===== config.mk =====
export PLATFORM = sky130hd
export DESIGN_NAME = circular_deque
export DESIGN_NICKNAME = d
export VERILOG_FILES = /design/src/sv/dq_pkg.sv /design/src/sv/dq_ram.sv /design/src/sv/circular_deque.sv
export SDC_FILE = /design/constraint.sdc
export NUM_CORES = 1
export LEC_CHECK = 0
export CORE_MARGIN = 3
export CORE_UTILIZATION = 50
export DETAILED_ROUTE_END_ITERATION = 7
export DONT_BUFFER_PORTS = 1
export GPL_TIMING_DRIVEN = 0
export PLACE_DENSITY = 0.63
export REMOVE_ABC_BUFFERS = 1
export SYNTH_ARGS = -nofsm -noshare
export SYNTH_HDL_FRONTEND = slang
export SYNTH_SLANG_ARGS = --single-unit

===== constraint.sdc =====
create_clock -name clk -period 5 [get_ports clk]
set_input_delay 1 -clock clk [delete_from_list [all_inputs] [get_ports clk]]
set_output_delay 1 -clock clk [all_outputs]
set_load 0.02 [all_outputs]

===== src/sv/dq_pkg.sv =====
// Shared types and codes for the circular deque.
package dq_pkg;

    // Width of the capacity register and of the occupancy result
    localparam int CFG_W = 5;
    localparam int OCC_W = 5;

    // Capacity after reset, clamped to the storage depth at the top level
    localparam int CAP_RESET = 16;

    // Operation selector
    localparam logic [1:0] FUNC_INS_FRONT = 2'd0;
    localparam logic [1:0] FUNC_INS_REAR  = 2'd1;
    localparam logic [1:0] FUNC_REM_FRONT = 2'd2;
    localparam logic [1:0] FUNC_REM_REAR  = 2'd3;

    // Result status
    localparam logic [1:0] ST_DONE  = 2'd0;
    localparam logic [1:0] ST_FULL  = 2'd1;
    localparam logic [1:0] ST_EMPTY = 2'd2;

    // Result fields known at the time an operation is taken
    typedef struct packed {
        logic [1:0]       status;
        logic [OCC_W-1:0] occ;
        logic             empty;
        logic             full;
        logic             from_mem;
        logic             all_ones;
    } res_info_t;

endpackage


===== src/sv/dq_ram.sv =====
// Entry store: one write port, one read port, registered read data.
module dq_ram #(
    parameter int DEPTH      = 16,
    parameter int DATA_WIDTH = 32
) (
    input  logic                     clk,
    input  logic                     we,
    input  logic [$clog2(DEPTH)-1:0] waddr,
    input  logic [DATA_WIDTH-1:0]    wdata,
    input  logic                     re,
    input  logic [$clog2(DEPTH)-1:0] raddr,
    output logic [DATA_WIDTH-1:0]    rdata
);

    logic [DATA_WIDTH-1:0] mem [DEPTH];
    logic [DATA_WIDTH-1:0] rdata_reg;

    // Write the entry on a transfer that stores a value
    always_ff @(posedge clk)
    begin
        if (we)
        begin
            mem[waddr] <= wdata;
        end
    end

    // Register the read entry ahead of the result
    always_ff @(posedge clk)
    begin
        if (re)
        begin
            rdata_reg <= mem[raddr];
        end
    end

    assign rdata = rdata_reg;

endmodule


===== src/sv/circular_deque.sv =====
// Circular deque top level: index and count control around the entry store.
//
// Channel  Direction  Handshake            Payload
// in       input      in_valid/in_ready    func, data_in
// out      output     out_valid/out_ready  status, data_out, occupancy, is_empty, is_full
// cfg      input      cfg_valid/cfg_ready  cfg_data (capacity_in_use)
//
// One operation per cycle while the output is not stalled; a result passes
// the read stage and then the output register, the extra stage covering the
// registered read of the entry store.
// Indices and count update at the input transfer, so a removal right after
// an insert reads the entry already written.
// Reset clears indices, count, stage valids and sets the capacity to 16 or
// DEPTH if smaller; store contents stay undefined until written. An output
// stall holds the result stage and then the input.
module circular_deque
    import dq_pkg::*;
#(
    parameter int DEPTH      = 16,
    parameter int DATA_WIDTH = 32
) (
    input  logic                         clk,
    input  logic                         rst_n,
    input  logic                         in_valid,
    output logic                         in_ready,
    input  logic [1:0]                   func,
    input  logic signed [DATA_WIDTH-1:0] data_in,
    output logic                         out_valid,
    input  logic                         out_ready,
    output logic [1:0]                   status,
    output logic signed [DATA_WIDTH-1:0] data_out,
    output logic [OCC_W-1:0]             occupancy,
    output logic                         is_empty,
    output logic                         is_full,
    input  logic                         cfg_valid,
    output logic                         cfg_ready,
    input  logic [CFG_W-1:0]             cfg_data
);

    localparam int IDX_W   = $clog2(DEPTH);
    localparam int CMP_W   = ((IDX_W > CFG_W) ? IDX_W : CFG_W) + 1;
    localparam int CAP_RST = (DEPTH < CAP_RESET) ? DEPTH : CAP_RESET;

    logic [CFG_W-1:0] cap_reg;
    logic [IDX_W-1:0] front_reg, front_next;
    logic [IDX_W-1:0] rear_reg, rear_next;
    logic [OCC_W-1:0] cnt_reg, cnt_next;

    logic      s1_valid_reg;
    res_info_t s1_info_reg, s1_info_next;

    logic                  out_valid_reg;
    res_info_t             out_info_reg;
    logic [DATA_WIDTH-1:0] out_data_reg;

    logic                  in_xfer;
    logic                  s1_move;
    logic                  mem_we, mem_re;
    logic [IDX_W-1:0]      mem_waddr, mem_raddr;
    logic [DATA_WIDTH-1:0] mem_rdata;

    logic [IDX_W-1:0] cap_m1;
    logic [IDX_W-1:0] front_up, front_dn, rear_up, rear_dn;
    logic [CFG_W-1:0] cap_wr;

    // Handshakes
    assign s1_move   = s1_valid_reg && (!out_valid_reg || out_ready);
    assign in_ready  = !s1_valid_reg || s1_move;
    assign in_xfer   = in_valid && in_ready;
    assign cfg_ready = 1'b1;

    // Clamp a written capacity into 1..DEPTH
    always_comb
    begin
        cap_wr = cfg_data;
        if (cfg_data == '0)
        begin
            cap_wr = CFG_W'(1);
        end
        else if (32'(cfg_data) > DEPTH)
        begin
            cap_wr = CFG_W'(DEPTH);
        end
    end

    always_ff @(posedge clk or negedge rst_n)
    begin
        if (!rst_n)
        begin
            cap_reg <= CFG_W'(CAP_RST);
        end
        else if (cfg_valid && cfg_ready)
        begin
            cap_reg <= cap_wr;
        end
    end

    // Step indices forward and backward, wrapping at the capacity
    assign cap_m1   = IDX_W'(cap_reg - 1'b1);
    assign front_up = ((CMP_W'(front_reg) + 1'b1) >= CMP_W'(cap_reg)) ? '0 : front_reg + 1'b1;
    assign rear_up  = ((CMP_W'(rear_reg) + 1'b1) >= CMP_W'(cap_reg)) ? '0 : rear_reg + 1'b1;
    assign front_dn = (front_reg == '0) ? cap_m1 : front_reg - 1'b1;
    assign rear_dn  = (rear_reg == '0) ? cap_m1 : rear_reg - 1'b1;

    // Decode the operation into index, count and store updates
    always_comb
    begin
        front_next   = front_reg;
        rear_next    = rear_reg;
        cnt_next     = cnt_reg;
        mem_we       = 1'b0;
        mem_re       = 1'b0;
        mem_waddr    = '0;
        mem_raddr    = front_reg;
        s1_info_next = '0;
        s1_info_next.status = ST_DONE;

        unique case (func)
            FUNC_INS_FRONT, FUNC_INS_REAR:
            begin
                if (cnt_reg >= cap_reg)
                begin
                    s1_info_next.status = ST_FULL;
                end
                else
                begin
                    mem_we   = 1'b1;
                    cnt_next = cnt_reg + 1'b1;
                    if (cnt_reg == '0)
                    begin
                        front_next = '0;
                        rear_next  = '0;
                        mem_waddr  = '0;
                    end
                    else if (func == FUNC_INS_FRONT)
                    begin
                        front_next = front_dn;
                        mem_waddr  = front_dn;
                    end
                    else
                    begin
                        rear_next = rear_up;
                        mem_waddr = rear_up;
                    end
                end
            end
            FUNC_REM_FRONT, FUNC_REM_REAR:
            begin
                if (cnt_reg == '0)
                begin
                    s1_info_next.status   = ST_EMPTY;
                    s1_info_next.all_ones = 1'b1;
                end
                else
                begin
                    mem_re                = 1'b1;
                    s1_info_next.from_mem = 1'b1;
                    cnt_next              = cnt_reg - 1'b1;
                    if (func == FUNC_REM_FRONT)
                    begin
                        mem_raddr  = front_reg;
                        front_next = front_up;
                    end
                    else
                    begin
                        mem_raddr = rear_reg;
                        rear_next = rear_dn;
                    end
                    if (cnt_next == '0)
                    begin
                        front_next = '0;
                        rear_next  = '0;
                    end
                end
            end
            default:
            begin
                s1_info_next.status = ST_DONE;
            end
        endcase

        s1_info_next.occ   = cnt_next;
        s1_info_next.empty = (cnt_next == '0);
        s1_info_next.full  = (cnt_next >= cap_reg);
    end

    // Advance indices and count on an input transfer
    always_ff @(posedge clk or negedge rst_n)
    begin
        if (!rst_n)
        begin
            front_reg <= '0;
            rear_reg  <= '0;
            cnt_reg   <= '0;
        end
        else if (in_xfer)
        begin
            front_reg <= front_next;
            rear_reg  <= rear_next;
            cnt_reg   <= cnt_next;
        end
    end

    dq_ram #(
        .DEPTH      (DEPTH),
        .DATA_WIDTH (DATA_WIDTH)
    ) u_ram (
        .clk   (clk),
        .we    (in_xfer && mem_we),
        .waddr (mem_waddr),
        .wdata (data_in),
        .re    (in_xfer && mem_re),
        .raddr (mem_raddr),
        .rdata (mem_rdata)
    );

    // Hold the operation while the store read completes
    always_ff @(posedge clk or negedge rst_n)
    begin
        if (!rst_n)
        begin
            s1_valid_reg <= 1'b0;
        end
        else if (in_xfer)
        begin
            s1_valid_reg <= 1'b1;
        end
        else if (s1_move)
        begin
            s1_valid_reg <= 1'b0;
        end
    end

    always_ff @(posedge clk)
    begin
        if (in_xfer)
        begin
            s1_info_reg <= s1_info_next;
        end
    end

    // Output register: load from the read stage, drop on a transfer
    always_ff @(posedge clk or negedge rst_n)
    begin
        if (!rst_n)
        begin
            out_valid_reg <= 1'b0;
        end
        else if (s1_move)
        begin
            out_valid_reg <= 1'b1;
        end
        else if (out_ready)
        begin
            out_valid_reg <= 1'b0;
        end
    end

    always_ff @(posedge clk)
    begin
        if (s1_move)
        begin
            out_info_reg <= s1_info_reg;
            if (s1_info_reg.from_mem)
            begin
                out_data_reg <= mem_rdata;
            end
            else if (s1_info_reg.all_ones)
            begin
                out_data_reg <= '1;
            end
            else
            begin
                out_data_reg <= '0;
            end
        end
    end

    assign out_valid = out_valid_reg;
    assign status    = out_info_reg.status;
    assign data_out  = out_data_reg;
    assign occupancy = out_info_reg.occ;
    assign is_empty  = out_info_reg.empty;
    assign is_full   = out_info_reg.full;

    // Count never exceeds the storage depth
    a_cnt_bound: assert property (@(posedge clk) disable iff (!rst_n)
        32'(cnt_reg) <= DEPTH)
        else $error("entry count above storage depth");

    // A stalled input means the read stage is occupied and blocked
    a_stall_cause: assert property (@(posedge clk) disable iff (!rst_n)
        !in_ready |-> (s1_valid_reg && out_valid_reg && !out_ready))
        else $error("input stalled without a blocked result");

    // A removal from a non-empty deque reads the store and lowers the count
    a_rem_reads: assert property (@(posedge clk) disable iff (!rst_n)
        (in_xfer && func[1] && cnt_reg != '0)
        |=> (s1_info_reg.from_mem && cnt_reg == $past(cnt_reg) - 1'b1))
        else $error("removal did not read the store");

    // A refused insert leaves indices and count unchanged
    a_full_hold: assert property (@(posedge clk) disable iff (!rst_n)
        (in_xfer && !func[1] && cnt_reg >= cap_reg)
        |=> ($stable(cnt_reg) && $stable(front_reg) && $stable(rear_reg)))
        else $error("refused insert changed the deque");

    // Empty deque keeps both indices at zero
    a_empty_idx: assert property (@(posedge clk) disable iff (!rst_n)
        (cnt_reg == '0) |-> (front_reg == '0 && rear_reg == '0))
        else $error("indices not at zero on an empty deque");

endmodule


==> key figures, run 1 <==
Run status
  – Status: finished clean

Setup path
  – CP max FO: 20
  – Worst Setup End Kind: flip-flop
  – Critical Path Most Common Cell: buf_12
  – Max stage delay cell, worst path: mux2i_4
  – Worst EP required: 5.35 ns
  – Max incr delay on CP: 0.89 ns
  – CP arrival: 4.96 ns
  – CP Launch Type: flip-flop
  – RR Startpoint: cnt_reg[0]
  – Crit path from: cnt_reg[0]
  – Cell Chain, Critical Path: inv_1 -> ha_1 -> or4b_4 -> nand3_4 -> mux2i_4 -> buf_16 -> buf_12 -> buf_12 -> buf_12 -> mux2i_1 -> o22ai_1 -> or4_1
  – Critical path class: reg2reg

Cells and area
  – Number of flip-flops in the largest register: 512
  – Ant. Diodes: 0
  – Fin nets: 1550
  – Final std cells w/o fill: 2137
  – Share of post-route cells with drive strength above 1: 11.43%
  – Area grow syn2layout: 14.70%

Global routing
  – Remaining global-route overflow: 0
  – Pin count of the biggest net entering global routing: 25
  – Gr usage total: 21.29%
  – First-pass GRT wire length: 80640 um
  – Initial antenna violation count: 0
  – Vias in the first global route: 12700

Clock tree
  – Root Driver: clkbuf_16
  – Resized Gates After CTS: 0
  – Hold buffer count at cts: 0
  – H-tree depth: 2
  – Worst-skew pair later-pin latency: 0.62 ns
  – Clock Tree Buf Depth: 3
  – Post-CTS Repair Setup Buffers: 0
  – CTS tree: built
  – TritonCTS buffer count: 60
  – Worst-path clk slew: 0.06 ns
  – Sink Count: 615

Power and ir drop
  – Switching Fraction: 29.95%
  – P_int: 10650 uW
  – Gate power share: 28.3%
  – Power density cells: 543.2 nW/um^2
  – Lkg Pwr: 0.009874 uW
  – Clock power share: 29.5%
  – Register share of total power: 42.3%
  – Net switching power figure: 4556 uW
  – Worst IR Drop VDD: 0.2806 mV

Synthesis
  – Synth top area share: 73.19%
  – Fraction of registers with async set/reset: 3.252%
  – Synth Flop Type: edfxtp_1
  – Synth Area in Simple Gates: 4.628%
  – Complex-gate fraction of the synthesized area: 5.771%
  – Synth Register Bits: 615
  – Count of cell types in the netlist: 60
  – Synth top cells by count: 595 x edfxtp_1, 259 x mux2i_1, 130 x o22ai_1
  – Area contributors post-synth: edfxtp_1 73%, mux2i_1 11%, o22ai_1 3.3%
  – Adder-cell area share of the yosys netlist: 1.435%
  – Xor/xnor share of the synthesized area: 0.3588%
  – Synthesized area: 24410 sq um
  – Main combinational cell family by area after synthesis: multiplexers
  – Mapped Cells: 1443
  – Largest area contributor in the netlist: edfxtp_1
  – Sequential fraction of the synthesis area: 75.24%
  – Count leader, synth: edfxtp_1
  – Post-synthesis area per instance: 16.92 sq um
  – Post-synthesis mux area share: 10.80%
  – Synthesis Warnings: 0
  – Number of flops mapped to enable cells by yosys: 595

Routing
  – Vias per cell: 6.001
  – Vias: 12830
  – WL final: 54510 um
  – Final ANT Viol Nets: 0
  – Drt pass-1 iters: 5
  – Initial drt markers: 1152
  – WL per Instance: 25.51 um
  – DR DRC count: 0

Placed design
  – DPL Wire Length: 33430 um
  – Worst slack, placed: 0.4125 ns
  – Placer Congestion: 0.8525
  – Number of placed instances, taps included: 2031
  – IO buf count: 0

STA
  – Final worst slack: 0.3919 ns
  – Final Cycle Share: 92.16%
  – Worst hold slack: 0.07286 ns
  – Worst Tran Pin Value: 1.313 ns
  – Fin. Hold Viols: 0
  – Finish-stage setup viols: 0
  – Peak Freq: 217.0 MHz
  – Fin. max-slew vios: 0
  – RSZ-0062 raised after global routing: no
  – Clock Skew: 0.02044 ns
  – Post-layout min period: 4.608 ns
  – Worst relative slew slack: 11.35%

Flow run
  – Max Cap Viol: 0

Floorplanning
  – Die Width: 227.0 um
  – Placement Rows: 80
  – Die H: 227.0 um
  – Top Ports: 88
  – Die area: 51510 sq um
  – Core box area: 47950 sq um
  – Initial Util: 50.92%

Worst hold path
  – Min-delay worst type: in2async
==> final cells by class <==
class | count | area, sq um
timing repair buffer | 45 | 985.9
fill | 3496 | 19940
multi-input combinational | 733 | 5842
clock buffer | 68 | 1531
inverter | 23 | 86.33
clock inverter | 38 | 417.9
sequential | 615 | 18370
tap | 615 | 769.5
==> through the flow <==
stage | total power [uW] | TNS, ns | utilization [%] | area, sq um
3_3_place_gp | 9642 | -1369.27 | 51.81 | 24840
6_report | 15210 | 0 | 58.40 | 28000
4_1_cts | 15300 | 0 | 58.40 | 28000
2_1_floorplan | 8913 | -540.12 | - | 24070
3_5_place_dp | 10840 | 0 | 54.34 | 26050
5_1_grt | 15870 | 0 | 58.40 | 28000
==> per-layer routing <==
layer | GRT usage, % | routed length (um) | share of wire (%)
met5 | 0 | 0 | 0
met1 | 30.11 | 23730 | 44
met3 | 3.920 | 3224 | 5.9
met2 | 34.39 | 26450 | 49
met4 | 5.972 | 1113 | 2.0
==> kinds of logic (layout without fill, tap and decap cells) <==
logic type,count (synthesis),after routing
other cells,1,1
xor+xnor,10,10
mux,263,263
simple gates,216,216
flops,615,615
buf+inv,95,174
compound gates,215,215
fa+ha+maj,28,28
==> power groups by stage <==
stage / registers [uW] / clock network (uW) / logic (uW)
2_1_floorplan: 6440 / 0 / 2470
3_3_place_gp: 6530 / 0 / 3110
3_5_place_dp: 6530 / 0 / 4300
4_1_cts: 6430 / 4560 / 4310
5_1_grt: 6470 / 4770 / 4630
6_report: 6430 / 4480 / 4300
==> placed cells by master, fill, tap and decap left out, drive strengths merged, types with 12 or more instances in the layout <==
| master | n |
|---|---|
| edfxtp | 595 |
| mux2i | 259 |
| o22ai | 130 |
| nand2 | 84 |
| clkbuf | 68 |
| buf | 45 |
| or4 | 33 |
| nor2 | 33 |
| ha | 28 |
| clkinv | 26 |
| inv | 24 |
| dfrtp | 19 |
| o21ai | 17 |
| a21oi | 17 |
| nand2b | 12 |
==> worst max-delay path, delay by kind of cell (launching register included) <==
| family | cells | cell delay [ns] |
|---|---|---|
| AOI/OAI and AO/OA | 1 | 0.11 |
| adders and majority gates | 1 | 0.24 |
| buffers and inverters | 5 | 1.05 |
| DFF | 1 | 0.47 |
| muxes | 2 | 1.11 |
| and+or+nand+nor | 3 | 1.33 |
==> worst paths after layout <==
path | endpoint | slack, ns | cells past startpoint
min reg2reg | occupancy[4] | 0.42 | 0
max | u_ram.rdata[24] | 0.39 | 12
max in group asynchronous | cap_reg[4] | 4.75 | 0
max reg2reg | u_ram.rdata[24] | 0.39 | 12
min in group clk | occupancy[4] | 0.42 | 0
min | rear_reg[0] | 0.07 | 0
(Power assumes the default switching activity.)
==> inputs of run 2 (changes only) <==
CORE_MARGIN = unset   (was 3)
CORE_UTILIZATION = 55   (was 50)
PLACE_DENSITY = 0.68   (was 0.63)
clock period = 5.9 ns   (was 5 ns; I/O delays follow)
==> key figures, run 2 (synthesis gave the netlist of run 1 again) <==
STA
  – Worst relative slew slack: 36.24%
  – Fin. Hold Viols: 0
  – Worst Tran Pin Value: 0.9564 ns
  – Peak Freq: 229.2 MHz
  – RSZ-0062 raised after global routing: no
  – Final worst slack: 1.536 ns
  – Finish-stage setup viols: 0
  – Post-layout min period: 4.364 ns
  – Clock Skew: 0.02361 ns
  – Final Cycle Share: 73.96%
  – Fin. max-slew vios: 0

Floorplanning
  – Top Ports: 88
  – Initial Util: 56.18%
  – Die Width: 212.7 um
  – Placement Rows: 76
  – Core box area: 43460 sq um
  – Die area: 45230 sq um
  – Die H: 212.7 um

Power and ir drop
  – Power density cells: 458.0 nW/um^2
  – Gate power share: 28.7%
  – Net switching power figure: 3862 uW
  – Switching Fraction: 30.20%
  – P_int: 8926 uW
  – Worst IR Drop VDD: 0.2841 mV
  – Register share of total power: 42.6%
  – Lkg Pwr: 0.009849 uW
  – Clock power share: 28.6%

Flow run
  – Max Cap Viol: 0

Clock tree
  – CTS tree: built
  – Resized Gates After CTS: 0
  – Worst-skew pair later-pin latency: 0.63 ns
  – Clock Tree Buf Depth: 3
  – Hold buffer count at cts: 0
  – Post-CTS Repair Setup Buffers: 0
  – TritonCTS buffer count: 60
  – H-tree depth: 2
  – Root Driver: clkbuf_16
  – Worst-path clk slew: 0.06 ns
  – Sink Count: 615

Global routing
  – Pin count of the biggest net entering global routing: 33
  – Remaining global-route overflow: 0
  – Initial antenna violation count: 0
  – First-pass GRT wire length: 79180 um
  – Vias in the first global route: 12740
  – Gr usage total: 24.07%

Setup path
  – Critical path class: reg2reg
  – CP max FO: 18
  – Worst EP required: 6.23 ns
  – Worst Setup End Kind: flip-flop
  – CP arrival: 4.70 ns
  – CP Launch Type: flip-flop

Cells and area
  – Area grow syn2layout: 14.37%
  – Final std cells w/o fill: 2110
  – Most common cell after layout, fill and taps aside: edfxtp_1
  – Fin nets: 1549
  – Ant. Diodes: 0
  – Number of flip-flops in the largest register: 512
  – Most frequent cells in the layout: 595 x edfxtp_1, 258 x mux2i_1, 130 x o22ai_1, 84 x nand2_1, 60 x clkbuf_16
  – Share of post-route cells with drive strength above 1: 10.95%
  – Number of fill cells in the layout: 2970
  – Final core utilization: 64.25%

Routing
  – WL per Instance: 25.21 um
  – Final ANT Viol Nets: 0
  – DR DRC count: 0
  – Vias per cell: 6.147
  – Drt pass-1 iters: 5
  – Initial drt markers: 1228
  – Vias: 12970
  – WL final: 53190 um

Placed design
  – IO buf count: 0
  – Placer Congestion: 0.8592
  – DPL Wire Length: 32570 um
  – Worst slack, placed: 1.549 ns
  – Number of placed instances, taps included: 2000

Worst hold path
  – Min-delay worst type: in2async

Run status
  – Status: finished clean
[run 2: cell types whose count changed in the layout (fill, tap and decap cells not counted), sizes merged]
cell / delta
clkinv: +2
bufinv: -3
buf: -1
clkinvlp: -2
clkbuf: +7
[run 2: area by class of cell]
class                   count  area (sq um)  area share [%]
inverters                  23         86.33          0.3092
repair buffers             44          1011           3.621
multi-input cells         733          5849           20.95
clock inverters            35         314.1           1.125
clock buffers              75          1558           5.579
well taps                 585         732.0           2.622
flip-flops and latches    615         18370           65.79
[run 2: per-stage QoR]
stage | instance area (sq um) | setup TNS (ns) | hold slack (ns) | total power (uW)
floorplan | 24070 | -511.32 | 0.4003 | 7708
global placement | 24810 | -852.59 | 0.4077 | 8325
detailed placement | 26040 | 0 | 0.4052 | 9193
CTS | 27910 | 0 | 0.2138 | 12840
global route | 27920 | 0 | 0.2214 | 13290
finish | 27920 | 0 | 0.2423 | 12790
[run 2: path summary, 6_finish.rpt]
kind | startpoint | end | slack (ns) | cells past startpoint
min in group clk | s1_info_reg[9] | status[0] | 0.42 | 0
min | rst_n | cap_reg[0] | 0.24 | 0
min reg2reg | s1_info_reg[9] | status[0] | 0.42 | 0
max | cnt_reg[0] | u_ram.rdata[26] | 1.54 | 11
max in group asynchronous | rst_n | cap_reg[4] | 5.48 | 0
max reg2reg | cnt_reg[0] | u_ram.rdata[26] | 1.54 | 11
[run 2: power by group through the flow]
stage | logic, uW | registers, uW | clock network (uW)
2_1_floorplan | 2250 | 5460 | 0
3_3_place_gp | 2790 | 5530 | 0
3_5_place_dp | 3650 | 5540 | 0
4_1_cts | 3670 | 5450 | 3710
5_1_grt | 3940 | 5480 | 3870
6_report | 3670 | 5450 | 3660
[run 2: per-layer routing]
layer,share of wire (%),GRT usage (%),up-vias
met1,42,33.11,6589
met2,49,39.49,461
met3,6.8,3.574,104
met4,2.6,8.286,0
li1,-,-,5816
met5,0,0,-
[run 2: worst max-delay path, cell delays in order (launching register included)]
cell and delay [ns]:
dfrtp_1 0.47, inv_1 0.15, ha_1 0.25, or4b_4 0.55, nand3_4 0.27, mux2i_4 0.78, buf_12 0.29, buf_16 0.20
buf_16 0.19, mux2i_1 0.20, o22ai_1 0.09, or4_1 0.59
==> inputs of run 3 (changes only) <==
ABC_AREA = 1   (was unset)
clock period = 4.5 ns   (was 5.9 ns; I/O delays follow)
==> key figures, run 3 <==
Run status
  – Status: finished clean

Cells and area
  – Area grow syn2layout: 12.32%
  – Number of flip-flops in the largest register: 512
  – Share of post-route cells with drive strength above 1: 6.683%
  – Ant. Diodes: 0
  – Number of fill cells in the layout: 3624
  – Fin nets: 2525
  – Final core utilization: 63.10%
  – Most common cell after layout, fill and taps aside: nand2_1
  – Most frequent cells in the layout: 713 x nand2_1, 595 x edfxtp_1, 546 x nand3_1, 247 x inv_1, 70 x clkbuf_16

Floorplanning
  – Placement Rows: 80
  – Die Width: 223.8 um
  – Die H: 223.8 um
  – Top Ports: 88
  – Core box area: 48150 sq um
  – Die area: 50070 sq um
  – Initial Util: 56.18%

Clock tree
  – Root Driver: clkbuf_16
  – Clock Tree Buf Depth: 3
  – Resized Gates After CTS: 0
  – H-tree depth: 3
  – CTS tree: built
  – Sink Count: 615
  – Post-CTS Repair Setup Buffers: 0
  – Worst-path clk slew: 0.05 ns
  – TritonCTS buffer count: 66
  – Worst-skew pair later-pin latency: 0.61 ns

Setup path
  – Max stage delay cell, worst path: nor2_4
  – R2r endpoint: u_ram.mem[5][6]
  – Cell Chain, Critical Path: inv_1 -> ha_1 -> a21o_1 -> a21oi_1 -> nand3_1 -> nor2_1 -> inv_1 -> nor2_1 -> nand2_1 -> nor2_4 -> buf_12
  – RR Startpoint: cap_reg[3]
  – CP Launch Type: flip-flop
  – Worst EP required: 4.79 ns
  – Worst Setup End Kind: flip-flop
  – CP max FO: 19
  – CP arrival: 4.24 ns
  – Worst setup path end: u_ram.mem[5][6]
  – Critical path class: reg2reg
  – Worst r2r path cells: 11
  – Crit path from: cap_reg[3]
  – R2R Setup Slk: 0.54 ns
  – Max incr delay on CP: 0.77 ns

Routing
  – WL per Instance: 20.84 um
  – Vias per cell: 5.679
  – Initial drt markers: 1874
  – WL final: 65740 um
  – DR DRC count: 0
  – Final ANT Viol Nets: 0
  – Drt pass-1 iters: 5
  – Vias: 17920

Power and ir drop
  – Pwr Total: 17770 uW
  – Power density cells: 584.8 nW/um^2
  – Worst IR Drop VDD: 0.3975 mV
  – Lkg Pwr: 0.01213 uW

Synthesis
  – Count of cell types in the netlist: 36
  – Synth top cells by count: 714 x nand2_1, 595 x edfxtp_1, 546 x nand3_1
  – Mapped Cells: 2483
  – Largest area contributor in the netlist: edfxtp_1
  – Count leader, synth: nand2_1
  – Area contributors post-synth: edfxtp_1 66%, nand3_1 10%, nand2_1 9.9%
  – Synthesized area: 27050 sq um
  – Fraction of registers with async set/reset: 3.252%
  – Number of flops mapped to enable cells by yosys: 595
  – Synth Flop Type: edfxtp_1
  – Synthesis Warnings: 0
  – Sequential fraction of the synthesis area: 67.91%
  – Post-synthesis area per instance: 10.89 sq um
  – Synth Register Bits: 615
  – Synth top area share: 66.06%

Global routing
  – Vias in the first global route: 17600
  – First-pass GRT wire length: 101400 um
  – Pin count of the biggest net entering global routing: 130
  – Gr usage total: 26.93%
  – Initial antenna violation count: 0
  – Remaining global-route overflow: 0

STA
  – Fin. max-slew vios: 0
  – Final worst slack: 0.5446 ns
  – Peak Freq: 252.8 MHz
  – Final setup TNS: 0 ns
  – Clock Skew: 0.02758 ns
  – RSZ-0062 raised after global routing: no
  – Worst Tran Pin Value: 1.081 ns
  – Post-layout min period: 3.955 ns
  – Finish-stage setup viols: 0
  – Worst relative slew slack: 27.70%
  – Final Cycle Share: 87.90%
  – Fin. Hold Viols: 0

Placed design
  – IO buf count: 0
  – DPL Wire Length: 36880 um
  – Worst slack, placed: 0.4647 ns
  – Placer Congestion: 0.8712

Worst hold path
  – Min-delay worst type: in2async

Flow run
  – Max Cap Viol: 0
-- run 3: cell count changes after synthesis, sizes merged, moves of 33 or more --
cell,previous run,this run
nand3b,4,66
mux2i,259,0
buf,39,127
or4,33,0
nand3,6,548
nand2,84,718
o22ai,130,4
inv,22,253
-- run 3: where the power goes --
part	internal, uW	switching (uW)
combinational	1810	3720
clock	3000	2160
sequential	6800	283
total	11600	6160
-- run 3: critical path: cells and delay by family, from the launching register on --
family | cells | cell delay (ns)
AO/OA/AOI/OAI | 2 | 0.58
adder cells (fa/ha/maj) | 1 | 0.30
buffers and inverters | 3 | 0.60
flip-flops | 1 | 0.39
AND/OR/NAND/NOR | 5 | 1.80
-- run 3: layout make-up --
cell class / instances / area [sq um] / share of cell area [%]
Timing Repair Buffer: 46 / 1069 / 3.517
Sequential cell: 615 / 18370 / 60.47
Inverter: 253 / 952.2 / 3.134
Multi-Input combinational cell: 1471 / 7141 / 23.50
Tap cell: 656 / 820.8 / 2.702
Clock buffer: 85 / 1808 / 5.951
Clock inverter: 29 / 220.2 / 0.7249
-- run 3: repair_timing --
action / 4_1_cts / 5_1_grt
hold endpoints to repair: 19 / 0
endpoints found under the setup margin: 0 / 0
hold buffers: 1 / 0
-- run 3: per-stage QoR --
stage               area (sq um)  hold slack [ns]  instances
finish                     30380           0.1592       3155
detailed placement         28340           0.4045       3040
global placement           27060           0.4004       2995
floorplan                  26240           0.4003       2339
CTS                        30380           0.1325       3155
global route               30380           0.1436       3155
-- run 3: logic make-up after synthesis --
| kind of cell | synth area share, % |
|---|---|
| AO/OA/AOI/OAI | 1.041 |
| XOR/XNOR | 0.4534 |
| adder cells (fa/ha/maj) | 1.295 |
| buffers and inverters | 6.504 |
| flip-flops | 67.91 |
| other | 0.01386 |
| AND/OR/NAND/NOR | 22.78 |
-- run 3: per-layer routing --
metal	track usage, %	vias to the layer above	part of all wire, %
met5	0	-	0
met4	10.45	0	2.9
met3	4.184	145	7.1
met2	44.98	735	49
met1	35.63	8650	41
li1	-	8386	-
-- run 3: worst min path at each step --
stage	start	to	slack, ns	cells past startpoint
final	rst_n	cap_reg[4]	0.16	0
after CTS	rst_n	cap_reg[4]	0.13	0
after detailed placement	s1_info_reg[6]	occupancy[2]	0.40	0
after global routing	rst_n	cap_reg[4]	0.14	0
after global placement	s1_info_reg[2]	is_full	0.40	0
after floorplan	s1_info_reg[3]	is_empty	0.40	0
